<file path="config.mk">
export PLATFORM = sky130hd
export DESIGN_NAME = hsv_to_rgb_converter
export DESIGN_NICKNAME = d
export VERILOG_FILES = /design/src/rtl/core/hsv2rgb_pkg.sv /design/src/rtl/core/hsv_to_rgb_converter.sv /design/src/rtl/core/hsv2rgb_chan.sv
export SDC_FILE = /design/constraint.sdc
export NUM_CORES = 2
export LEC_CHECK = 0
export BUFFER_PORTS_ARGS = -buffer_cell sky130_fd_sc_hd__buf_2
export CORE_ASPECT_RATIO = 1.25
export CORE_MARGIN = 2
export CORE_UTILIZATION = 60
export CTS_BUF_LIST = sky130_fd_sc_hd__clkbuf_4
export DETAILED_ROUTE_END_ITERATION = 16
export GPL_ROUTABILITY_DRIVEN = 0
export GPL_TIMING_DRIVEN = 1
export PLACE_DENSITY_LB_ADDON = 0.1
export SLEW_MARGIN = 20
export SYNTH_ARGS = -nofsm -noshare
export SYNTH_HDL_FRONTEND = slang
export SYNTH_SLANG_ARGS = --single-unit
</file>
<file path="constraint.sdc">
create_clock -name clk -period 8.6 [get_ports clk]
set_input_delay 0.86 -clock clk [delete_from_list [all_inputs] [get_ports clk]]
set_output_delay 0.86 -clock clk [all_outputs]
set_load 0.005 [all_outputs]
</file>
<file path="src/rtl/core/hsv2rgb_pkg.sv">
// Package for the HSV to RGB converter: fixed-point widths, reciprocal
// constants, sector and component codes, input clamp helper.
// No dependencies.
`default_nettype none

package hsv2rgb_pkg;

    localparam int FRAC_BITS = 14;

    localparam int SV_W = FRAC_BITS + 1;
    localparam int K_W  = FRAC_BITS + 6;
    localparam int P_W  = SV_W + K_W;
    localparam int X_W  = P_W + 8;
    localparam int Y_W  = 12;
    localparam int SH_Y = 2 * FRAC_BITS + 2;

    localparam longint unsigned ONE    = 64'd1 << FRAC_BITS;
    localparam longint unsigned K_FULL = 64'd60 << FRAC_BITS;

    // hue offset: 92 * 360, makes every 16-bit hue positive
    localparam int HUE_W      = 17;
    localparam int HUE_OFFSET = 33120;

    // floor(u / 360) = (u * REC360) >> 24 for u < 74898
    localparam int REC360    = 46604;
    localparam int REC360_SH = 24;
    localparam int Q360_W    = 8;
    localparam int R360_PW   = HUE_W + 16;

    // floor(h / 60) = (h * REC60) >> 16 for h < 1489
    localparam int REC60    = 1093;
    localparam int REC60_SH = 16;
    localparam int R60_PW   = 20;

    // floor(y / 15) = (y * REC15) >> 20 for y < 74898
    localparam int REC15    = 69906;
    localparam int REC15_SH = 20;
    localparam int R15_PW   = Y_W + 17;

    localparam int DEG_W = 9;
    localparam int SEC_W = 3;
    localparam int REM_W = 6;

    localparam logic [SEC_W-1:0] SEC_Y_G = 3'd1;
    localparam logic [SEC_W-1:0] SEC_G_C = 3'd2;
    localparam logic [SEC_W-1:0] SEC_C_B = 3'd3;
    localparam logic [SEC_W-1:0] SEC_B_M = 3'd4;
    localparam logic [SEC_W-1:0] SEC_M_R = 3'd5;

    localparam int NUM_COMP = 4;
    localparam int CMP_V = 0;
    localparam int CMP_P = 1;
    localparam int CMP_Q = 2;
    localparam int CMP_T = 3;

    typedef logic [SV_W-1:0] unit_t;
    typedef logic [K_W-1:0]  kval_t;
    typedef logic [7:0]      chan_t;

    function automatic unit_t clamp_unit(input logic signed [15:0] x);
        logic signed [63:0] xe;
        unit_t              res;
        xe = 64'(x);
        if (xe < 0)
            res = '0;
        else if (xe > $signed(ONE))
            res = SV_W'(ONE);
        else
            res = SV_W'(xe);
        return res;
    endfunction

endpackage

`default_nettype wire

</file>
<file path="src/rtl/core/hsv_to_rgb_converter.sv">
// Top level of the HSV to RGB converter: hue wrap, sector split, weight
// terms, four component lanes and the sector permutation.
// Depends on hsv2rgb_pkg and hsv2rgb_chan.

// Converts one pixel per clock while the output is not stalled, fully
// pipelined: a transfer accepted on the input passes through all stages
// in order to the output. Each of the ten register stages holds a valid
// bit and moves whenever the stage after it can take data, so bubbles are
// squeezed out and a stalled output fills the pipeline before the input
// stalls. Hue is wrapped modulo 360, saturation and brightness are clamped
// to 0..1.0, and every channel is the exact floor of component * 255.
`default_nettype none

module hsv_to_rgb_converter
    import hsv2rgb_pkg::*;
(
    input  wire logic        clk,
    input  wire logic        rst_n,
    input  wire logic        in_valid,
    output logic             in_stall,
    input  wire logic [15:0] hue_degrees,
    input  wire logic [15:0] saturation,
    input  wire logic [15:0] brightness,
    output logic             out_valid,
    input  wire logic        out_stall,
    output logic [7:0]       red,
    output logic [7:0]       green,
    output logic [7:0]       blue
);

    localparam int NST = 10;

    logic [NST-1:0] vld_reg;
    logic [NST-1:0] vld_next;
    logic [NST-1:0] rdy;

    // stage 0
    logic [HUE_W-1:0]   u0_reg, u0_next;
    unit_t              s0_reg, v0_reg, s0_next, v0_next;
    // stage 1
    logic [HUE_W-1:0]   u1_reg;
    logic [Q360_W-1:0]  q1_reg, q1_next;
    unit_t              s1_reg, v1_reg;
    logic [R360_PW-1:0] qprod;
    // stage 2
    logic [DEG_W-1:0]   h2_reg, h2_next;
    unit_t              s2_reg, v2_reg;
    logic [HUE_W-1:0]   hdiff;
    // stage 3
    logic [DEG_W-1:0]   h3_reg;
    logic [SEC_W-1:0]   sec3_reg, sec3_next;
    unit_t              s3_reg, v3_reg;
    logic [R60_PW-1:0]  sprod;
    // stage 4
    logic [REM_W-1:0]   rem4_reg, rem4_next;
    logic [SEC_W-1:0]   sec4_reg;
    unit_t              s4_reg, v4_reg;
    logic [DEG_W-1:0]   rdiff;
    // stage 5
    kval_t              k5_reg [NUM_COMP];
    kval_t              k5_next [NUM_COMP];
    logic [SEC_W-1:0]   sec5_reg;
    unit_t              v5_reg;
    // stages 6 to 8 (lanes), sector rides alongside
    logic [SEC_W-1:0]   sec6_reg, sec7_reg, sec8_reg;
    chan_t              ch8 [NUM_COMP];
    // stage 9
    chan_t              red_reg, green_reg, blue_reg;
    chan_t              red_next, green_next, blue_next;

    always_comb
    begin
        rdy[NST-1] = !vld_reg[NST-1] || !out_stall;
        for (int i = NST - 2; i >= 0; i--)
            rdy[i] = !vld_reg[i] || rdy[i+1];
        vld_next[0] = rdy[0] ? in_valid : vld_reg[0];
        for (int i = 1; i < NST; i++)
            vld_next[i] = rdy[i] ? vld_reg[i-1] : vld_reg[i];
    end

    always_ff @(posedge clk or negedge rst_n)
    begin
        if (!rst_n)
            vld_reg <= '0;
        else
            vld_reg <= vld_next;
    end

    // datapath
    always_comb
    begin
        u0_next = HUE_W'($signed(hue_degrees)) + HUE_W'(HUE_OFFSET);
        s0_next = clamp_unit(saturation);
        v0_next = clamp_unit(brightness);

        qprod   = R360_PW'(u0_reg) * R360_PW'(REC360);
        q1_next = qprod[REC360_SH +: Q360_W];

        hdiff   = u1_reg - HUE_W'(q1_reg) * HUE_W'(360);
        h2_next = hdiff[DEG_W-1:0];

        sprod     = R60_PW'(h2_reg) * R60_PW'(REC60);
        sec3_next = sprod[REC60_SH +: SEC_W];

        rdiff     = h3_reg - DEG_W'(sec3_reg) * DEG_W'(60);
        rem4_next = rdiff[REM_W-1:0];

        k5_next[CMP_V] = K_W'(K_FULL);
        k5_next[CMP_P] = K_W'(K_FULL) - K_W'(s4_reg) * K_W'(60);
        k5_next[CMP_Q] = K_W'(K_FULL) - K_W'(s4_reg) * K_W'(rem4_reg);
        k5_next[CMP_T] = K_W'(K_FULL)
                         - K_W'(s4_reg) * K_W'(REM_W'(60) - rem4_reg);

        case (sec8_reg)
            SEC_Y_G:
            begin
                red_next = ch8[CMP_Q]; green_next = ch8[CMP_V]; blue_next = ch8[CMP_P];
            end
            SEC_G_C:
            begin
                red_next = ch8[CMP_P]; green_next = ch8[CMP_V]; blue_next = ch8[CMP_T];
            end
            SEC_C_B:
            begin
                red_next = ch8[CMP_P]; green_next = ch8[CMP_Q]; blue_next = ch8[CMP_V];
            end
            SEC_B_M:
            begin
                red_next = ch8[CMP_T]; green_next = ch8[CMP_P]; blue_next = ch8[CMP_V];
            end
            SEC_M_R:
            begin
                red_next = ch8[CMP_V]; green_next = ch8[CMP_P]; blue_next = ch8[CMP_Q];
            end
            default:
            begin
                red_next = ch8[CMP_V]; green_next = ch8[CMP_T]; blue_next = ch8[CMP_P];
            end
        endcase
    end

    always_ff @(posedge clk)
    begin
        if (rdy[0])
        begin
            u0_reg <= u0_next;
            s0_reg <= s0_next;
            v0_reg <= v0_next;
        end
        if (rdy[1])
        begin
            u1_reg <= u0_reg;
            q1_reg <= q1_next;
            s1_reg <= s0_reg;
            v1_reg <= v0_reg;
        end
        if (rdy[2])
        begin
            h2_reg <= h2_next;
            s2_reg <= s1_reg;
            v2_reg <= v1_reg;
        end
        if (rdy[3])
        begin
            h3_reg   <= h2_reg;
            sec3_reg <= sec3_next;
            s3_reg   <= s2_reg;
            v3_reg   <= v2_reg;
        end
        if (rdy[4])
        begin
            rem4_reg <= rem4_next;
            sec4_reg <= sec3_reg;
            s4_reg   <= s3_reg;
            v4_reg   <= v3_reg;
        end
        if (rdy[5])
        begin
            for (int c = 0; c < NUM_COMP; c++)
                k5_reg[c] <= k5_next[c];
            sec5_reg <= sec4_reg;
            v5_reg   <= v4_reg;
        end
        if (rdy[6])
            sec6_reg <= sec5_reg;
        if (rdy[7])
            sec7_reg <= sec6_reg;
        if (rdy[8])
            sec8_reg <= sec7_reg;
        if (rdy[9])
        begin
            red_reg   <= red_next;
            green_reg <= green_next;
            blue_reg  <= blue_next;
        end
    end

    for (genvar c = 0; c < NUM_COMP; c++)
    begin : g_lane
        hsv2rgb_chan u_chan
        (
            .clk (clk),
            .en  (rdy[8:6]),
            .v   (v5_reg),
            .k   (k5_reg[c]),
            .ch  (ch8[c])
        );
    end

    assign in_stall  = !rdy[0];
    assign out_valid = vld_reg[NST-1];
    assign red       = red_reg;
    assign green     = green_reg;
    assign blue      = blue_reg;

endmodule

`default_nettype wire

</file>
<file path="src/rtl/core/hsv2rgb_chan.sv">
// One component lane: v * k, scale by 255 and divide by 60 * ONE^2.
// Three register stages. Depends on hsv2rgb_pkg.
`default_nettype none

module hsv2rgb_chan
    import hsv2rgb_pkg::*;
(
    input  wire logic       clk,
    input  wire logic [2:0] en,
    input  wire unit_t      v,
    input  wire kval_t      k,
    output chan_t           ch
);

    logic [P_W-1:0]    p_reg;
    logic [P_W-1:0]    p_next;
    logic [Y_W-1:0]    y_reg;
    logic [Y_W-1:0]    y_next;
    chan_t             ch_reg;
    chan_t             ch_next;
    logic [X_W-1:0]    x;
    logic [R15_PW-1:0] qprod;

    always_comb
    begin
        p_next  = P_W'(v) * P_W'(k);
        x       = (X_W'(p_reg) << 8) - X_W'(p_reg);
        y_next  = x[SH_Y +: Y_W];
        qprod   = R15_PW'(y_reg) * R15_PW'(REC15);
        ch_next = qprod[REC15_SH +: 8];
    end

    always_ff @(posedge clk)
    begin
        if (en[0])
            p_reg <= p_next;
        if (en[1])
            y_reg <= y_next;
        if (en[2])
            ch_reg <= ch_next;
    end

    assign ch = ch_reg;

endmodule

`default_nettype wire

</file>
## Word level (Yosys, flattened, before mapping)

Memories as Yosys holds them, arrays and structs flattened.
Cells that the tools add are included.
Widths: inputs -> output; s select.

- Output and inout bits: 26
- RAM bits: 80
- Memories kept: 1
- Input bits: 52
- Register bits: 492
- Word-level logic and storage cells: 121

Memory list:

| name | words | bits a word | read ports | clocked after memory_dff | write ports | RTL line | text |
|---|---|---|---|---|---|---|---|
| k5_reg | 4 | 20 | 4 | 0 | 4 | hsv_to_rgb_converter.sv:60 | `kval_t k5_reg [NUM_COMP];` |

- Magnitude comparators: 4
- Reductions and logical operators: 28
- Mux-type cells: 7
- Eq/ne operators: 5
- Multiply operators: 15
- Add/sub/neg operators: 11

Operators with widths:

| cell | count |
|---|---|
| $sub 42x35->42 | 4 |
| $mul 15x20->35 | 4 |
| $mul 12x16->27 const B | 4 |
| $pmux 8 s3 | 3 |
| $sub 20x20->20 const A | 3 |
| $gt 16x16->1 const B | 2 |
| $lt 16x1->1 const B | 2 |
| $mul 17x14->30 const B | 1 |
| $mux 15 | 2 |
| $mul 15x6->20 | 1 |
| $mul 16x7->20 | 1 |
| $mul 9x11->19 const B | 1 |
| $mul 15x4->18 const B | 1 |
| $add 16x17->17 const B | 1 |
| $logic_not 1->1 | 12 |
| $reduce_or 2->1 | 6 |
| $logic_or 1x1->1 | 10 |
| $sub 9x9->9 | 1 |
| $mul 8x6->6 const B | 1 |
| $sub 6x6->7 const A | 1 |
| $eq 3x2->1 const B | 2 |
| $eq 3x3->1 const B | 2 |
| $sub 6x6->6 | 1 |
| $mul 3x4->4 const B | 1 |
| 2 further kinds | 3 |

## Longest topological paths before layout

- Depth in word-level cells: 12
- Mapped depth: 25
- Mapped depth without buffers: 23

## Modules after synthesis

A second synthesis with hierarchy kept.

- Cell total of the unflattened synthesis: 8040
- Area, all modules: 79846.6 um2

By module, submodules not included:

| module | cells each | area each (um2) | times used | sequential area each (um2) |
|---|---|---|---|---|
| hsv2rgb_chan (g_lane[0].u_chan ...) | 1500 | 13969.6 | 2 | 1651.6 |
| hsv_to_rgb_converter | 1960 | 23470.0 | 1 | 9769.4 |
| hsv2rgb_chan (g_lane[2].u_chan) | 1569 | 14356.3 | 1 | 1651.6 |
| hsv2rgb_chan (g_lane[3].u_chan) | 1511 | 14081.0 | 1 | 1651.6 |

## Worst setup path before layout

No wires, ideal clock.

- Path kind: flip-flop to flip-flop
- Start point: register v5_reg[7]
- End point: register g_lane[2].u_chan.p_reg[31] (data pin)
- Setup slack: 2.160 ns
- Arrival time: 6.180 ns
- Period minus slack after synthesis: 6.440 ns
- Path buffers: 2
- Stages on the path, launching flop included: 23
- Library setup time: 0.260 ns
- Cells stage by stage: edfxtp_1 -> clkbuf_1 -> clkbuf_1 -> nand2_1 -> fa_1 -> fa_1 -> inv_1 -> fa_1 -> fa_1 -> fa_1 -> inv_1 -> fa_1 -> inv_1 -> ha_1 -> a21o_1 -> a21o_1 -> a211oi_1 -> o21bai_1 -> a221oi_1 -> a21oi_1 -> o41ai_1 -> mux2i_1 -> nand2_1

- Word-level cells in the longest chain between the ends: 1

Ends and longest elaborated chain:

| what | RTL line | text |
|---|---|---|
| start: declaration | hsv_to_rgb_converter.sv:63 | `unit_t v5_reg;` |
| start signal: assignment | hsv_to_rgb_converter.sv:182 | `v5_reg <= v4_reg;` |
| $mul 15x20->35 | hsv2rgb_chan.sv:26 | `p_next = P_W'(v) * P_W'(k);` |
| named net g_lane[2].u_chan.p_next[31] | hsv2rgb_chan.sv:16 | `logic [P_W-1:0] p_next;` |
| end signal: assignment | hsv2rgb_chan.sv:36 | `p_reg <= p_next;` |
| end: declaration | hsv2rgb_chan.sv:15 | `logic [P_W-1:0] p_reg;` |

The timed path passes the listed nets, and every way through them passes these cells.
A chain may end at the register's enable or synchronous reset.

## Final worst setup path

- Start point: register v5_reg[0]
- End point: register g_lane[1].u_chan.p_reg[31] (data pin)

- Word-level cells in the longest chain between the ends: 1

Ends and longest elaborated chain:

| what | RTL line |
|---|---|
| $mul 15x20->35 | hsv2rgb_chan.sv:26 |
| named net g_lane[1].u_chan.p_next[31] | hsv2rgb_chan.sv:16 |
| end signal: assignment | hsv2rgb_chan.sv:36 |
| end: declaration | hsv2rgb_chan.sv:15 |

The timed path passes the listed nets, and every way through them passes these cells.

==> impl_metrics.prom <==
# TYPE chip_impl_metric gauge
chip_impl_info{name="outcome",value="finished, final reports clean"} 1
chip_impl_metric{name="async_flop_share",unit="%"} 1.894
chip_impl_metric{name="die-width",unit="um"} 305.7
chip_impl_metric{name="synthCells",unit=""} 6615
chip_impl_info{name="top_layer_used",value="met4"} 1
chip_impl_metric{name="cpPeakStageDelay",unit="ps"} 1070
chip_impl_metric{name="buffer_ports.inserted",unit=""} 77
chip_impl_metric{name="nFillCells",unit=""} 9189
chip_impl_metric{name="cts_htree_levels",unit=""} 4
chip_impl_info{name="worstSetupPathType",value="reg2reg"} 1
chip_impl_metric{name="worst-endpoint-required",unit="ps"} 9410
chip_impl_metric{name="period_minus_slack",unit="ps"} 7298
chip_impl_metric{name="floorplan.core_area",unit="mm^2"} 0.1131
chip_impl_metric{name="met2_length",unit="mm"} 75.60
chip_impl_metric{name="cp_data_arrival_time",unit="ps"} 8110
chip_impl_metric{name="clkLatencyLatePin",unit="ps"} 1140
chip_impl_metric{name="tns",unit="ps"} 0
chip_impl_metric{name="synth_top_area_share",unit="%"} 28.12
chip_impl_metric{name="postPlaceCellArea",unit="mm^2"} 0.07025
chip_impl_metric{name="max_reg_flops",unit=""} 121
chip_impl_metric{name="synth_fp_nets",unit=""} 8563
chip_impl_metric{name="routed_via_density",unit=""} 5.493
chip_impl_metric{name="wl_per_cell",unit="um"} 17.24
chip_impl_metric{name="drive_gt1_share",unit="%"} 5.431
chip_impl_metric{name="syn_avg_cell_area",unit="um^2"} 10.32
chip_impl_info{name="rsz0062_at_grt",value="no"} 1
chip_impl_info{name="critical_path.startpoint",value="v5_reg[0]$_DFFE_PP_"} 1
chip_impl_metric{name="synth_cell_type_count",unit=""} 86
chip_impl_metric{name="floorplan.initialDensity",unit="%"} 60.37
chip_impl_metric{name="floorplan.die_area",unit="mm^2"} 0.1165
chip_impl_metric{name="rrSetupSlack",unit="ps"} 1300
chip_impl_metric{name="reg2regPathDepth",unit=""} 24
chip_impl_info{name="cpMaxStageDelayCell",value="sky130_fd_sc_hd__edfxtp_1"} 1
chip_impl_metric{name="finClkSkew",unit="ps"} 73.70
chip_impl_metric{name="instances_no_fill",unit=""} 8303
chip_impl_info{name="startpoint_type",value="register"} 1
chip_impl_metric{name="tightestPinTransition",unit="ps"} 1130
chip_impl_metric{name="cts_buffers",unit=""} 140
chip_impl_metric{name="wire_length_of_the_first_global_routing_pass",unit="mm"} 243.8
chip_impl_metric{name="synth_seq_area_share",unit="%"} 23.15
chip_impl_metric{name="drt_pre_antenna_iters",unit=""} 6
chip_impl_metric{name="post-place-cells",unit=""} 8011
chip_impl_metric{name="slew_violations",unit=""} 0
chip_impl_metric{name="synthesis.area",unit="mm^2"} 0.06827
chip_impl_metric{name="drv_cap",unit=""} 0
chip_impl_info{name="critPathCapture",value="g_lane[1].u_chan.p_reg[31]$_DFFE_PP_"} 1
chip_impl_info{name="worst_r2r_startpoint",value="v5_reg[0]$_DFFE_PP_"} 1
chip_impl_metric{name="via_count_of_the_first_global_routing_pass",unit=""} 49590
chip_impl_info{name="synth_common_cells",value="sky130_fd_sc_hd__inv_1, sky130_fd_sc_hd__fa_1, sky130_fd_sc_hd__ha_1"} 1
chip_impl_metric{name="min_period_over_period",unit="%"} 84.85
chip_impl_metric{name="relSlewSlack",unit="%"} 24.06
chip_impl_metric{name="clkTransAtPathRegs",unit="ps"} 90
chip_impl_metric{name="dr_total_vias",unit=""} 45610
chip_impl_metric{name="ant_nets",unit=""} 0
chip_impl_metric{name="row_count",unit=""} 138
chip_impl_metric{name="ios",unit=""} 78
chip_impl_metric{name="yosysWarningCount",unit=""} 0
chip_impl_info{name="cts.root.buffer_cell",value="sky130_fd_sc_hd__clkbuf_4"} 1
chip_impl_metric{name="grt.total_usage",unit="%"} 26.06
chip_impl_metric{name="nNetsFinal",unit=""} 8682
chip_impl_metric{name="ff_latch_area",unit="mm^2"} 0.01581
chip_impl_metric{name="wl_met3",unit="mm"} 5.156
chip_impl_metric{name="clock_sink_count",unit=""} 528
chip_impl_metric{name="grt_overflow",unit=""} 0
chip_impl_metric{name="multi_input_gate_area_in_the_final_layout",unit="mm^2"} 0.04653
chip_impl_metric{name="timing.hold.ws",unit="ps"} 155.4
chip_impl_metric{name="detailed_route_wire_length",unit="mm"} 143.1
chip_impl_metric{name="initialDrtViolationCount",unit=""} 2303
chip_impl_metric{name="path_max_fanout",unit=""} 26
chip_impl_metric{name="ctsLongestPathBuffers",unit=""} 3
chip_impl_metric{name="chipHeight",unit="um"} 381.1
chip_impl_info{name="tritoncts",value="built"} 1
chip_impl_metric{name="grt_start_max_net_pins",unit=""} 66
chip_impl_metric{name="post-route-drc-count",unit=""} 0
chip_impl_metric{name="yosys_register_bits",unit=""} 528
chip_impl_info{name="netlist.top_cell.by_area",value="sky130_fd_sc_hd__fa_1"} 1
chip_impl_info{name="worstPathCellList",value="buf_4 -> buf_4 -> and2_1 -> fa_1 -> inv_1 -> fa_1 -> inv_1 -> fa_1 -> inv_1 -> fa_1 -> inv_1 -> fa_1 -> inv_1 -> fa_1 -> inv_1 -> ha_1 -> and3_1 -> and3_1 -> a21oi_1 -> a41oi_1 -> a31oi_1 -> o211ai_1 -> a31oi_1 -> xnor2_1"} 1
chip_impl_metric{name="count_of_endpoints_failing_setup_in_the_final_report",unit=""} 0
chip_impl_metric{name="syn_to_final_growth",unit="%"} 6.258
chip_impl_info{name="crit-reg2reg-capture",value="g_lane[1].u_chan.p_reg[31]$_DFFE_PP_"} 1
chip_impl_metric{name="final_area",unit="mm^2"} 0.07255
chip_impl_metric{name="number_of_antenna_violations_at_the_first_check_in_global_routing",unit=""} 2
chip_impl_info{name="end_kind",value="register"} 1
chip_impl_metric{name="synth_edf_count",unit=""} 518
chip_impl_info{name="ys_dominant_reg_cell",value="sky130_fd_sc_hd__edfxtp_1"} 1
chip_impl_info{name="main_area_contributors_after_synthesis",value="sky130_fd_sc_hd__fa_1, sky130_fd_sc_hd__edfxtp_1, sky130_fd_sc_hd__ha_1"} 1
chip_impl_info{name="synthMostInstantiatedCell",value="sky130_fd_sc_hd__inv_1"} 1
chip_impl_metric{name="max_clock_freq",unit="GHz"} 0.1370
chip_impl_metric{name="detailedPlacementHpwl",unit="mm"} 114.1
chip_impl_metric{name="met1_length",unit="mm"} 57.83
chip_impl_metric{name="cts.repair.resized",unit=""} 0
chip_impl_metric{name="final-hold-violation-count",unit=""} 0
chip_impl_info{name="min_path_type",value="in2async"} 1
per-layer routing:
| layer | GRT usage, % | up-vias |
|---|---|---|
| met3 | 3.271 | 277 |
| met5 | 0 | - |
| met4 | 9.670 | 0 |
| met2 | 47.87 | 945 |
| li1 | - | 21520 |
| met1 | 31.09 | 22870 |
worst min path at each step:
stage / from / to / slack (ps) / cells past startpoint
4_1_cts: rst_n / vld_reg[9]$_DFFE_PN0P_ / 20 / 2
3_3_place_gp: h3_reg[0]$_DFFE_PP_ / rem4_reg[0]$_DFFE_PP_ / 400 / 0
5_1_grt: brightness[14] / v0_reg[14]$_SDFFCE_PP0N_ / 80 / 2
3_5_place_dp: s0_reg[1]$_SDFFCE_PP0N_ / s1_reg[1]$_DFFE_PP_ / 400 / 0
2_1_floorplan: u1_reg[0]$_DFFE_PP_ / h2_reg[0]$_DFFE_PP_ / 400 / 0
6_report: rst_n / vld_reg[9]$_DFFE_PN0P_ / 160 / 2
area by class of cell:
cell class / count / share of cell area, %
Timing Repair Buffer: 176 / 1.887
Inverter: 1392 / 7.206
Multi-Input combinational cell: 4496 / 64.14
Sequential cell: 528 / 21.79
Antenna cell: 2 / 0.006899
Clock buffer: 188 / 1.945
Clock inverter: 51 / 0.4933
Tap cell: 1470 / 2.535
worst max-delay path, delay by kind of cell (launching register included):
family / cells / cell delay [ps]
buffers and inverters: 8 / 820
DFF: 1 / 1070
adders and majority gates: 7 / 2920
AOI/OAI and AO/OA: 5 / 1480
and+or+nand+nor: 3 / 600
xor gates and xnor gates: 1 / 80
metrics by stage:
step,utilization [%],setup slack (ps)
after global placement,62.11,1432
after CTS,64.13,1257
after floorplan,-,2160
after global routing,64.15,844.2
final,64.15,1302
after detailed placement,62.11,1367
cells in the final DEF (no fill, tap or decap), drive strengths merged, types with 25 or more instances in the layout:
cell / n
edfxtp: 518
nor2: 149
a211oi: 29
buf: 125
o21bai: 37
clkinv: 37
nand2b: 30
nand2: 523
clkbuf: 188
a21oi: 199
nor3: 55
fa: 959
nand3: 60
dlygate4sd3: 51
o21a: 25
and2: 645
nand4: 30
nor2b: 25
a21o: 106
xor2: 62
and3: 36
a31oi: 33
o21ai: 82
inv: 1400
ha: 937
xnor2: 214
cells by family after synthesis:
| kind of cell | count (synthesis) | synth area share [%] |
|---|---|---|
| adders and majority gates | 1896 | 45.29 |
| and+or+nand+nor | 1638 | 12.47 |
| buffers and inverters | 1591 | 8.747 |
| AOI/OAI and AO/OA | 681 | 6.722 |
| DFF | 528 | 23.15 |
| xor gates and xnor gates | 276 | 3.541 |
| muxes | 5 | 0.07514 |
timing repair:
| action | in CTS | in global routing |
|---|---|---|
| hold buffers | 51 | 0 |
| hold endpoints to repair | 57 | 0 |
| setup buffers | 0 | 0 |
Power is not shown: default switching activity piles up to over one toggle a cycle in this logic, so the estimate is an artifact.
